$ cat config.mk
export PLATFORM = sky130hd
export DESIGN_NAME = knx_frame_receive_assembler_unit
export DESIGN_NICKNAME = d
export VERILOG_FILES = /design/src/hdl/kfra_pkg.sv /design/src/hdl/knx_frame_receive_assembler_unit.sv /design/src/hdl/kfra_decode.sv
export SDC_FILE = /design/constraint.sdc
export NUM_CORES = 1
export LEC_CHECK = 0
export BUFFER_PORTS_ARGS = -buffer_cell sky130_fd_sc_hd__buf_4
export CAP_MARGIN = 5
export CORE_ASPECT_RATIO = 1.1
export CORE_MARGIN = 2
export CORE_UTILIZATION = 35
export CTS_CLUSTER_DIAMETER = 150
export DETAILED_ROUTE_END_ITERATION = 16
export PLACE_DENSITY = 0.58
export SETUP_SLACK_MARGIN = 0.05
export SLEW_MARGIN = 10
export SYNTH_ARGS = -nofsm -noshare
export SYNTH_HDL_FRONTEND = slang
export SYNTH_SLANG_ARGS = --single-unit
$ cat constraint.sdc
create_clock -name i_clk -period 13.7 [get_ports i_clk]
set_clock_uncertainty 0.05 [all_clocks]
set_input_delay 1.37 -clock i_clk [delete_from_list [all_inputs] [get_ports i_clk]]
set_output_delay 1.37 -clock i_clk [all_outputs]
set_load 0.02 [all_outputs]
$ cat src/hdl/kfra_pkg.sv
// Package for the bus frame receive assembler: shared constants and the
// result record passed from the decoder to the top level. No dependencies.
`timescale 1ns / 1ps

package kfra_pkg;

    // Start-of-frame test on the control byte
    localparam logic [7:0] START_MASK  = 8'hD3;
    localparam logic [7:0] START_MATCH = 8'h90;
    // Running check value at frame start
    localparam logic [7:0] CHECK_INIT  = 8'hFF;
    // Acknowledge request byte sent for group frames (for reference by users)
    localparam logic [7:0] ACK_BYTE    = 8'h11;

    // Frame layout
    localparam int HDR_BYTES   = 6;   // control, 2x source, 2x dest, length
    localparam int LEN_POS     = 5;   // byte holding flags and length nibble
    localparam int APDU_CAP    = 14;  // payload bytes delivered at most
    localparam int MIN_FRAME   = 9;   // shorter frames are dropped
    localparam int BASE_LEN    = 8;   // frame length is this plus the nibble
    localparam int BUF_BYTES   = HDR_BYTES + APDU_CAP;  // bytes ever read back
    localparam int LEN_W       = 5;   // holds expected length up to 23

    typedef logic [7:0] t_byte;
    typedef t_byte t_frame_bytes [BUF_BYTES];

    // One decoded frame
    typedef struct packed {
        logic [7:0]  ctrl_byte;
        logic [15:0] source_address;
        logic [15:0] destination_address;
        logic        group_flag;
        logic [2:0]  routing_counter;
        logic [3:0]  apdu_length;
        logic [63:0] apdu_low;
        logic [47:0] apdu_high;
        logic        ack_request;
    } t_result;

endpackage

$ cat src/hdl/knx_frame_receive_assembler_unit.sv
// Top level of the bus frame receive assembler: byte intake, frame state,
// result register. Depends on kfra_pkg and kfra_decode.
//
// Takes one received bus byte per clock while the intake is not stalled. Idle
// bytes are skipped until a control byte matches the start pattern; the frame
// length then follows from the low nibble of byte 5. A frame that completes
// with at least nine bytes and a good XOR check yields one result, shown on
// the result register in the cycle after its last byte; short, bad or
// overlong (MAX_FRAME_BYTES reached first) frames give nothing. Byte intake
// stalls only while a result waits in the result register and the far side
// stalls it. The group flag also drives o_ack_request: an acknowledge byte
// must be sent for such a frame before delivery.
`timescale 1ns / 1ps

module knx_frame_receive_assembler_unit #(
    parameter int MAX_FRAME_BYTES = 23
) (
    input  logic        i_clk,
    input  logic        i_rst_n,
    // byte intake
    input  logic        i_rx_valid,
    output logic        o_rx_stall,
    input  logic [7:0]  i_rx_byte,
    // result
    output logic        o_res_valid,
    input  logic        i_res_stall,
    output logic [7:0]  o_ctrl_byte,
    output logic [15:0] o_source_address,
    output logic [15:0] o_destination_address,
    output logic        o_group_flag,
    output logic [2:0]  o_routing_counter,
    output logic [3:0]  o_apdu_length,
    output logic [63:0] o_apdu_low,
    output logic [47:0] o_apdu_high,
    output logic        o_ack_request
);

    localparam int CNT_W = $clog2(MAX_FRAME_BYTES + 1);

    logic                         r_receiving, n_receiving;
    logic [CNT_W-1:0]             r_count, n_count;
    logic [kfra_pkg::LEN_W-1:0]   r_expected, n_expected;
    logic [7:0]                   r_check, n_check;
    kfra_pkg::t_frame_bytes       r_buf;
    logic                         r_res_valid;
    kfra_pkg::t_result            r_res;

    logic                         w_accept;
    logic                         w_emit;
    logic [CNT_W-1:0]             w_count_inc;
    logic [7:0]                   w_check_inc;
    kfra_pkg::t_result            w_dec;

    assign o_rx_stall = r_res_valid && i_res_stall;
    assign w_accept   = i_rx_valid && !o_rx_stall;

    assign w_count_inc = r_count + CNT_W'(1);
    assign w_check_inc = r_check ^ i_rx_byte;

    // Frame state update
    always_comb begin
        n_receiving = r_receiving;
        n_count     = r_count;
        n_expected  = r_expected;
        n_check     = r_check;
        w_emit      = 1'b0;
        if (w_accept) begin
            if (!r_receiving) begin
                if ((i_rx_byte & kfra_pkg::START_MASK) == kfra_pkg::START_MATCH) begin
                    n_receiving = 1'b1;
                    n_count     = CNT_W'(1);
                    n_expected  = '0;
                    n_check     = kfra_pkg::CHECK_INIT ^ i_rx_byte;
                end
            end else begin
                n_count = w_count_inc;
                n_check = w_check_inc;
                // length byte just arrived
                if (int'(w_count_inc) == kfra_pkg::LEN_POS + 1) begin
                    n_expected = kfra_pkg::LEN_W'(kfra_pkg::BASE_LEN)
                               + {1'b0, i_rx_byte[3:0]};
                end
                // frame complete
                if (r_expected != '0 && int'(w_count_inc) == int'(r_expected)) begin
                    w_emit = (int'(r_expected) >= kfra_pkg::MIN_FRAME)
                          && (w_check_inc == 8'h00);
                end
                if ((r_expected != '0 && int'(w_count_inc) == int'(r_expected))
                    || int'(w_count_inc) >= MAX_FRAME_BYTES) begin
                    n_receiving = 1'b0;
                    n_count     = '0;
                    n_expected  = '0;
                    n_check     = kfra_pkg::CHECK_INIT;
                end
            end
        end
    end

    // Control registers
    always_ff @(posedge i_clk) begin
        if (!i_rst_n) begin
            r_receiving <= 1'b0;
            r_count     <= '0;
            r_expected  <= '0;
            r_check     <= kfra_pkg::CHECK_INIT;
            r_res_valid <= 1'b0;
        end else begin
            r_receiving <= n_receiving;
            r_count     <= n_count;
            r_expected  <= n_expected;
            r_check     <= n_check;
            if (w_emit) begin
                r_res_valid <= 1'b1;
            end else if (!i_res_stall) begin
                r_res_valid <= 1'b0;
            end
        end
    end

    // Frame byte store: start byte at 0, later bytes at the running count
    always_ff @(posedge i_clk) begin
        if (w_accept) begin
            if (!r_receiving) begin
                r_buf[0] <= i_rx_byte;
            end else begin
                for (int i = 1; i < kfra_pkg::BUF_BYTES; i++) begin
                    if (int'(r_count) == i) begin
                        r_buf[i] <= i_rx_byte;
                    end
                end
            end
        end
    end

    kfra_decode u_decode (
        .i_bytes  (r_buf),
        .o_result (w_dec)
    );

    // Result register
    always_ff @(posedge i_clk) begin
        if (w_emit) begin
            r_res <= w_dec;
        end
    end

    assign o_res_valid           = r_res_valid;
    assign o_ctrl_byte           = r_res.ctrl_byte;
    assign o_source_address      = r_res.source_address;
    assign o_destination_address = r_res.destination_address;
    assign o_group_flag          = r_res.group_flag;
    assign o_routing_counter     = r_res.routing_counter;
    assign o_apdu_length         = r_res.apdu_length;
    assign o_apdu_low            = r_res.apdu_low;
    assign o_apdu_high           = r_res.apdu_high;
    assign o_ack_request         = r_res.ack_request;

endmodule

$ cat src/hdl/kfra_decode.sv
// Field decoder: turns the stored frame bytes into one result record.
// Depends on kfra_pkg.
`timescale 1ns / 1ps

module kfra_decode (
    input  kfra_pkg::t_frame_bytes i_bytes,
    output kfra_pkg::t_result      o_result
);

    logic [3:0]   w_nib;
    logic [3:0]   w_len;
    logic [111:0] w_apdu;

    // Payload length: nibble plus one, capped
    assign w_nib = i_bytes[kfra_pkg::LEN_POS][3:0];
    assign w_len = (w_nib >= 4'(kfra_pkg::APDU_CAP - 1)) ? 4'(kfra_pkg::APDU_CAP)
                                                        : w_nib + 4'd1;

    // Payload bytes, zero past the length
    always_comb begin
        w_apdu = '0;
        for (int i = 0; i < kfra_pkg::APDU_CAP; i++) begin
            if (i < int'(w_len)) begin
                w_apdu[8*i +: 8] = i_bytes[kfra_pkg::HDR_BYTES + i];
            end
        end
    end

    always_comb begin
        o_result.ctrl_byte           = i_bytes[0];
        o_result.source_address      = {i_bytes[1], i_bytes[2]};
        o_result.destination_address = {i_bytes[3], i_bytes[4]};
        o_result.group_flag          = i_bytes[kfra_pkg::LEN_POS][7];
        o_result.routing_counter     = i_bytes[kfra_pkg::LEN_POS][6:4];
        o_result.apdu_length         = w_len;
        o_result.apdu_low            = w_apdu[63:0];
        o_result.apdu_high           = w_apdu[111:64];
        o_result.ack_request         = i_bytes[kfra_pkg::LEN_POS][7];
    end

endmodule

======== Yosys cells after proc, flatten, opt, wreduce, memory -nomap -nowiden ========
Cells that the tools add are included.
storage, ports and cells
  register bits ........................... 340
  output and inout bits ................... 163
  logic and storage cells ................. 142
  bits of input ports ..................... 12
operators by class
  reductions and logical operators ........ 31
  multiplexer cells ....................... 19
  add/subtract/negate cells ............... 3
  equal/unequal tests ..................... 24
  bitwise logic cells ..................... 3
  magnitude comparators ................... 17
operator list
  operator             number
  $eq 5x5->1 const B   13
  $reduce_and 3->1     20
  $mux 5               7
  $eq 5x4->1 const B   5
  $lt 4x4->1 const A   6
  $mux 8               3
  $lt 3x4->1 const A   4
  $eq 5x3->1 const B   2
  $logic_not 8->1      1
  $lt 1x4->1 const A   2
  $lt 2x4->1 const A   2
  $mux 1               8
  $not 8->8            1
  $xor 8x8->8          1
  $add 4x4->5 const A  1
  $add 5x1->5 const B  1
  $eq 5x2->1 const B   1
  $eq 5x5->1           1
  $ge 5x4->1 const B   1
  $ge 5x5->1 const B   1
  $reduce_bool 5->1    1
  $add 4x1->4 const B  1
  $ge 4x4->1 const B   1
  $logic_and 1x1->1    4
  8 further kinds      9

======== Logic depth before layout (Yosys ltp) ========
  depth in word-level cells ............... 7
  depth in mapped cells ................... 11
  mapped depth without buffers ............ 10

======== Cells and area by module ========
Synthesis repeated with hierarchy kept, for this count alone.
unflattened totals
  cell total of the unflattened synthesis .. 697
  area, all modules ....................... 12379.4 µm²
by module, submodules not included
  module                            cells each  instances  sequential area each (µm²)  area an instance (µm²)
  knx_frame_receive_assembler_unit  501         1          10039.6                     11051.8
  kfra_decode                       196         1          0.0                         1327.5

======== Worst setup path before layout ========
No wires, ideal clock.
  kind .................................... register to register
  start ................................... register r_count[2]
  end ..................................... register r_res, in the netlist o_ack_request (enable)
  arrival time ............................ 6.948 ns
  period minus slack after synthesis ...... 7.590 ns
  stages on the path, launching flop included .. 10
  buffers on the path ..................... 2
  required time ........................... 13.057 ns
  setup slack ............................. 6.110 ns
  setup time .............................. 0.593 ns
  path through ............................ dfxtp_1 > clkbuf_1 > nand2_1 > nor2_1 > ha_1 > nand2_1 > nand3_1 > or4b_1 > buf_6 > nor4_4
on the way
  word-level cells in the longest chain between the ends .. 6
ends and longest elaborated chain
  element                 RTL line                                 RTL
  from (decl)             knx_frame_receive_assembler_unit.sv:41   logic [CNT_W-1:0] r_count, n_count;
  from (signal assigned)  knx_frame_receive_assembler_unit.sv:109  r_count <= n_count;
  $add 5x1->5             knx_frame_receive_assembler_unit.sv:57   assign w_count_inc = r_count + CNT_W'(1);
  $eq 5x5->1              knx_frame_receive_assembler_unit.sv:84   if (r_expected != '0 && int'(w_count_inc) == int'(r_expected)) begin
  $logic_and 1x1->1       knx_frame_receive_assembler_unit.sv:84
  $mux 1                  knx_frame_receive_assembler_unit.sv:84
  $mux 1                  knx_frame_receive_assembler_unit.sv:68   if (!r_receiving) begin
  $mux 1                  knx_frame_receive_assembler_unit.sv:67   if (w_accept) begin
  net w_emit              knx_frame_receive_assembler_unit.sv:49   logic w_emit;
  to (signal assigned)    knx_frame_receive_assembler_unit.sv:143  r_res <= w_dec;
  to (decl)               knx_frame_receive_assembler_unit.sv:46   kfra_pkg::t_result r_res;
The timed path passes the listed nets, and every way through them passes these cells.
A chain may end at the register's enable or synchronous reset.

======== Worst setup path after layout ========
  start ................................... register r_count[0]
  end ..................................... register r_res, in the netlist o_apdu_low[8] (enable)
The elaborated chain is that of the path after synthesis.

==> results_tabular.tex <==
\begin{tabular}{lr}
\hline
Metric & Value \\
\hline
\multicolumn{2}{l}{\textbf{Floorplan}} \\
I/O pin count & about 180 \\
Cell row count & 71 \\
Die height & about 200 um \\
Starting utilization of the core area & about a third \\
Die boundary width & $\sim$180 um \\
Core Region & roughly 34000 um2 \\
Area enclosed by the die boundary & between 30000 and 40000 um2 \\
\multicolumn{2}{l}{\textbf{Power}} \\
Leakage power total & 0.005222 uW \\
VDD IR-drop max & $\sim$0.11 mV \\
Total power per unit cell area & 134.3 nW/um2 \\
\multicolumn{2}{l}{\textbf{Job}} \\
\# Max-Cap Violations & 0 \\
\multicolumn{2}{l}{\textbf{Worst setup path}} \\
Instance count on the critical path & 10 \\
Reg2Reg Depth & 10 \\
Critical Path Source Type & flop \\
Crit end category & flop \\
Kind of cell with the highest combined delay on the critical path & simple AND/OR/NAND/NOR gates \\
Reg2Reg Setup Slack & 9.50 ns \\
Data arrival, critical path & approximately 4.3 ns \\
Largest stage delay, worst path & approximately 0.78 ns \\
Reg-to-Reg Start & r\_count[0]\$\_SDFFE\_PN0P\_ \\
Maximum fanout count along the critical path & between 60 and 70 \\
Slowest library cell on the worst path & sky130\_fd\_sc\_hd\_\_or4b\_1 \\
Critical path data required time & 13.82 ns \\
Critical-path cell list & ha\_1 -> inv\_1 -> nor2\_1 -> ha\_1 -> nand2\_1 -> nand3\_1 -> or4b\_1 -> nor4\_4 -> buf\_4 -> buf\_4 \\
CP bufs+invs & 3 \\
Reg-to-Reg End & o\_apdu\_low[8]\$\_SDFFCE\_PP0P\_ \\
Critical path class & reg2reg \\
\multicolumn{2}{l}{\textbf{Clocking}} \\
TritonCTS clock tree & yes \\
Maximum number of buffers from clock root to sink & 3 \\
Clk root buf & sky130\_fd\_sc\_hd\_\_clkbuf\_16 \\
Number of CTS-inserted buffers & 31 \\
CTS H-Tree Depth & 1 \\
Clock-pin slew of the registers on the worst-case setup and hold paths & around 0.07 ns \\
Clock Latency Late Sink & 0.54 ns \\
Resized cells post-CTS & 0 \\
Post-CTS setup buffers & 0 \\
Number of hold buffers added after cts & 0 \\
Sink count of the clock tree & 340 \\
\multicolumn{2}{l}{\textbf{Global routing}} \\
Number of global-route vias before repair & $\sim$6100 \\
Global-route wire length before repair & between 30000 and 40000 um \\
GR Overflow Total & 0 \\
Initial antenna violation count & 0 \\
Largest net degree at the start of global routing & 67 \\
Total global routing track utilization & 13.69\% \\
\multicolumn{2}{l}{\textbf{Timing}} \\
Maximum operating frequency & around 0.24 GHz \\
Final Worst Setup Slack & between 9 and 10 ns \\
Unrepaired setup endpoints after global routing & no \\
Number of hold violations in the final report & 0 \\
Count of final setup violators & 0 \\
Post-route minimum period & between 4 and 5 ns \\
Final Cycle Share & about 30\% \\
Sum of negative setup slack & 0 ns \\
Count of pins over their slew limit & 0 \\
Slew at the pin closest to its max-slew limit & about 1.1 ns \\
Tightest hold margin & approximately 0.36 ns \\
Max transition margin & roughly a quarter \\
\multicolumn{2}{l}{\textbf{Placement}} \\
Placer's final routability congestion estimate & 0.7968 \\
Placed wire-length estimate & roughly 16000 um \\
\# port buffers & $\sim$170 \\
Worst setup timing slack at the placement stage & $\sim$9.5 ns \\
\multicolumn{2}{l}{\textbf{Routing}} \\
Routed wire length & roughly 25000 um \\
Via total after detailed routing & just under 6000 \\
DRT antenna net count & 0 \\
DRC marker count from the first detailed-route iteration & 565 \\
Drt drc & 0 \\
Detailed-route vias per instance & $\sim$4.5 \\
Average routed wire per standard cell & 18.93 um \\
1st-pass router iterations & 5 \\
\multicolumn{2}{l}{\textbf{Final layout}} \\
Count of nets after finishing & approximately 870 \\
Layout area overhead & 23.19\% \\
Antenna cell count & 0 \\
Proportion of layout cells with a drive suffix above 1 & a little over a quarter \\
Final core utilization & a little over two fifths \\
\multicolumn{2}{l}{\textbf{Synthesis}} \\
Mapped Area & $\sim$12000 um2 \\
Number of unique standard cell types used by synthesis & between 40 and 50 \\
Yosys warning total & 0 \\
Async SR Flop Fraction & 0\% \\
Count of mapped cells out of synthesis & 657 \\
Number of register bits inferred by synthesis & 340 \\
Mean instance size in the synthesized netlist & approximately 18 um2 \\
Syn nets & roughly 680 \\
Sequential-to-total area share from yosys stat & around 84\% \\
Most frequently used flop master after synthesis & sky130\_fd\_sc\_hd\_\_edfxtp\_1 \\
Count of flip-flops with a built-in enable after synthesis & 320 \\
\multicolumn{2}{l}{\textbf{Worst hold path}} \\
Hold path depth & 0 \\
Hold path startpoint & r\_buf[146]\$\_DFFE\_PP\_ \\
Worst Hold End & o\_source\_address[10]\$\_DFFE\_PP\_ \\
Path category of the worst min-delay check & reg2reg \\
\multicolumn{2}{l}{\textbf{Run status}} \\
Outcome & finished clean \\
\hline
\end{tabular}
==> power by group <==
| part | internal, uW | switching, uW |
|---|---|---|
| registers | 1130 | 1.74 |
| clock network | 468 | 357 |
| logic | 5.31 | 17.7 |
==> worst register-to-register path, delay by kind of cell (launching register included) <==
| kind | cells | cell delay [ns] |
|---|---|---|
| fa+ha+maj | 2 | 0.56 |
| flops | 1 | 0.47 |
| buf+inv | 3 | 1.26 |
| simple gates | 5 | 1.44 |
==> sequential cells by signal (all words and copies together), names as in the netlist, 3 cells and up <==
signal and flops:
o_apdu_high 48, o_apdu_length 4, o_apdu_low 64, o_ctrl_byte 8, o_destination_address 16, o_routing_counter 3, o_source_address 16, r_buf 160
r_check 8, r_count 5, r_expected 5
==> synth_stat cells, types with 2 or more instances <==
master	count	area (um2)
sky130_fd_sc_hd__nor2_1	28	105.1
sky130_fd_sc_hd__nand4_1	5	31.28
sky130_fd_sc_hd__nand2_1	23	86.33
sky130_fd_sc_hd__xnor2_1	8	70.07
sky130_fd_sc_hd__nor4_1	3	18.77
sky130_fd_sc_hd__nand4b_1	2	17.52
sky130_fd_sc_hd__edfxtp_1	320	9609
sky130_fd_sc_hd__or2_2	2	12.51
sky130_fd_sc_hd__inv_1	12	45.04
sky130_fd_sc_hd__and3_1	25	156.4
sky130_fd_sc_hd__xor2_1	7	61.31
sky130_fd_sc_hd__clkbuf_1	10	37.54
sky130_fd_sc_hd__nor2b_1	11	68.82
sky130_fd_sc_hd__a21o_1	4	30.03
sky130_fd_sc_hd__a22o_1	5	43.79
sky130_fd_sc_hd__dfxtp_1	20	400.4
sky130_fd_sc_hd__a31oi_1	2	12.51
sky130_fd_sc_hd__and2_1	86	538.0
sky130_fd_sc_hd__a21oi_1	8	40.04
sky130_fd_sc_hd__buf_2	2	10.01
sky130_fd_sc_hd__or3_1	2	12.51
sky130_fd_sc_hd__nand2b_1	2	12.51
sky130_fd_sc_hd__ha_1	8	100.1
sky130_fd_sc_hd__o21ai_0	16	80.08
sky130_fd_sc_hd__nor3_1	6	30.03
sky130_fd_sc_hd__o21ai_1	4	20.02
sky130_fd_sc_hd__nand3_1	13	65.06
sky130_fd_sc_hd__o21a_1	2	15.01
==> per-stage QoR <==
stage / std cells / total power [uW] / cell area [um2]
3_5_place_dp: 1258 / 1178 / 13780
5_1_grt: 1312 / 2040 / 14740
3_3_place_gp: 1258 / 1177 / 13780
6_report: 1312 / 1979 / 14740
4_1_cts: 1312 / 1999 / 14740
2_1_floorplan: 657 / 1160 / 11970
==> per-layer routing <==
layer  vias up  global-route usage (%)  part of all wire [%]
met4         0                   3.734                   1.8
met1      2930                   17.61                    43
met3        33                   2.078                   4.6
met2       163                   24.20                    51
li1       2840                       -                     -
met5         -                       0                     0
==> cells in the final DEF, fill, tap and decap left out, drive strengths merged, types with 20 or more instances in the layout <==
cell type	synthesis	layout
nand2	23	23
nor2	28	28
dfxtp	20	20
edfxtp	320	320
buf	5	178
o21ai	20	20
and2	86	86
and3	26	26
clkbuf	10	35
==> layout make-up <==
class / instances / area [um2]
Clock buffer: 35 / 790.8
Clock inverter: 19 / 170.2
Fill cell: 3037 / 19190
Inverter: 13 / 48.80
Multi-Input combinational cell: 289 / 1841
Sequential cell: 340 / 10010
Tap cell: 438 / 548.0
Timing Repair Buffer: 178 / 1336
==> worst max-delay path by stage <==
stage                                        from                            end  slack [ns]
after floorplan           r_count[2]$_SDFFE_PN0P_        o_ack_request$_DFFE_PP_        6.11
after global placement    r_count[0]$_SDFFE_PN0P_  o_apdu_high[24]$_SDFFCE_PP0P_        9.58
after detailed placement  r_count[0]$_SDFFE_PN0P_  o_apdu_high[24]$_SDFFCE_PP0P_        9.50
after CTS                 r_count[0]$_SDFFE_PN0P_  o_apdu_high[24]$_SDFFCE_PP0P_        9.50
after global routing      r_count[0]$_SDFFE_PN0P_   o_apdu_low[50]$_SDFFCE_PP0P_        9.22
final                     r_count[0]$_SDFFE_PN0P_    o_apdu_low[8]$_SDFFCE_PP0P_        9.50
==> kinds of logic after synthesis <==
kind of cell	count (synthesis)	share of synthesized area (%)
simple gates	217	10.67
compound gates	48	2.572
buf+inv	28	0.9931
xor+xnor	16	1.296
flops	340	83.63
fa+ha+maj	8	0.8363
(Power assumes the default switching activity.)
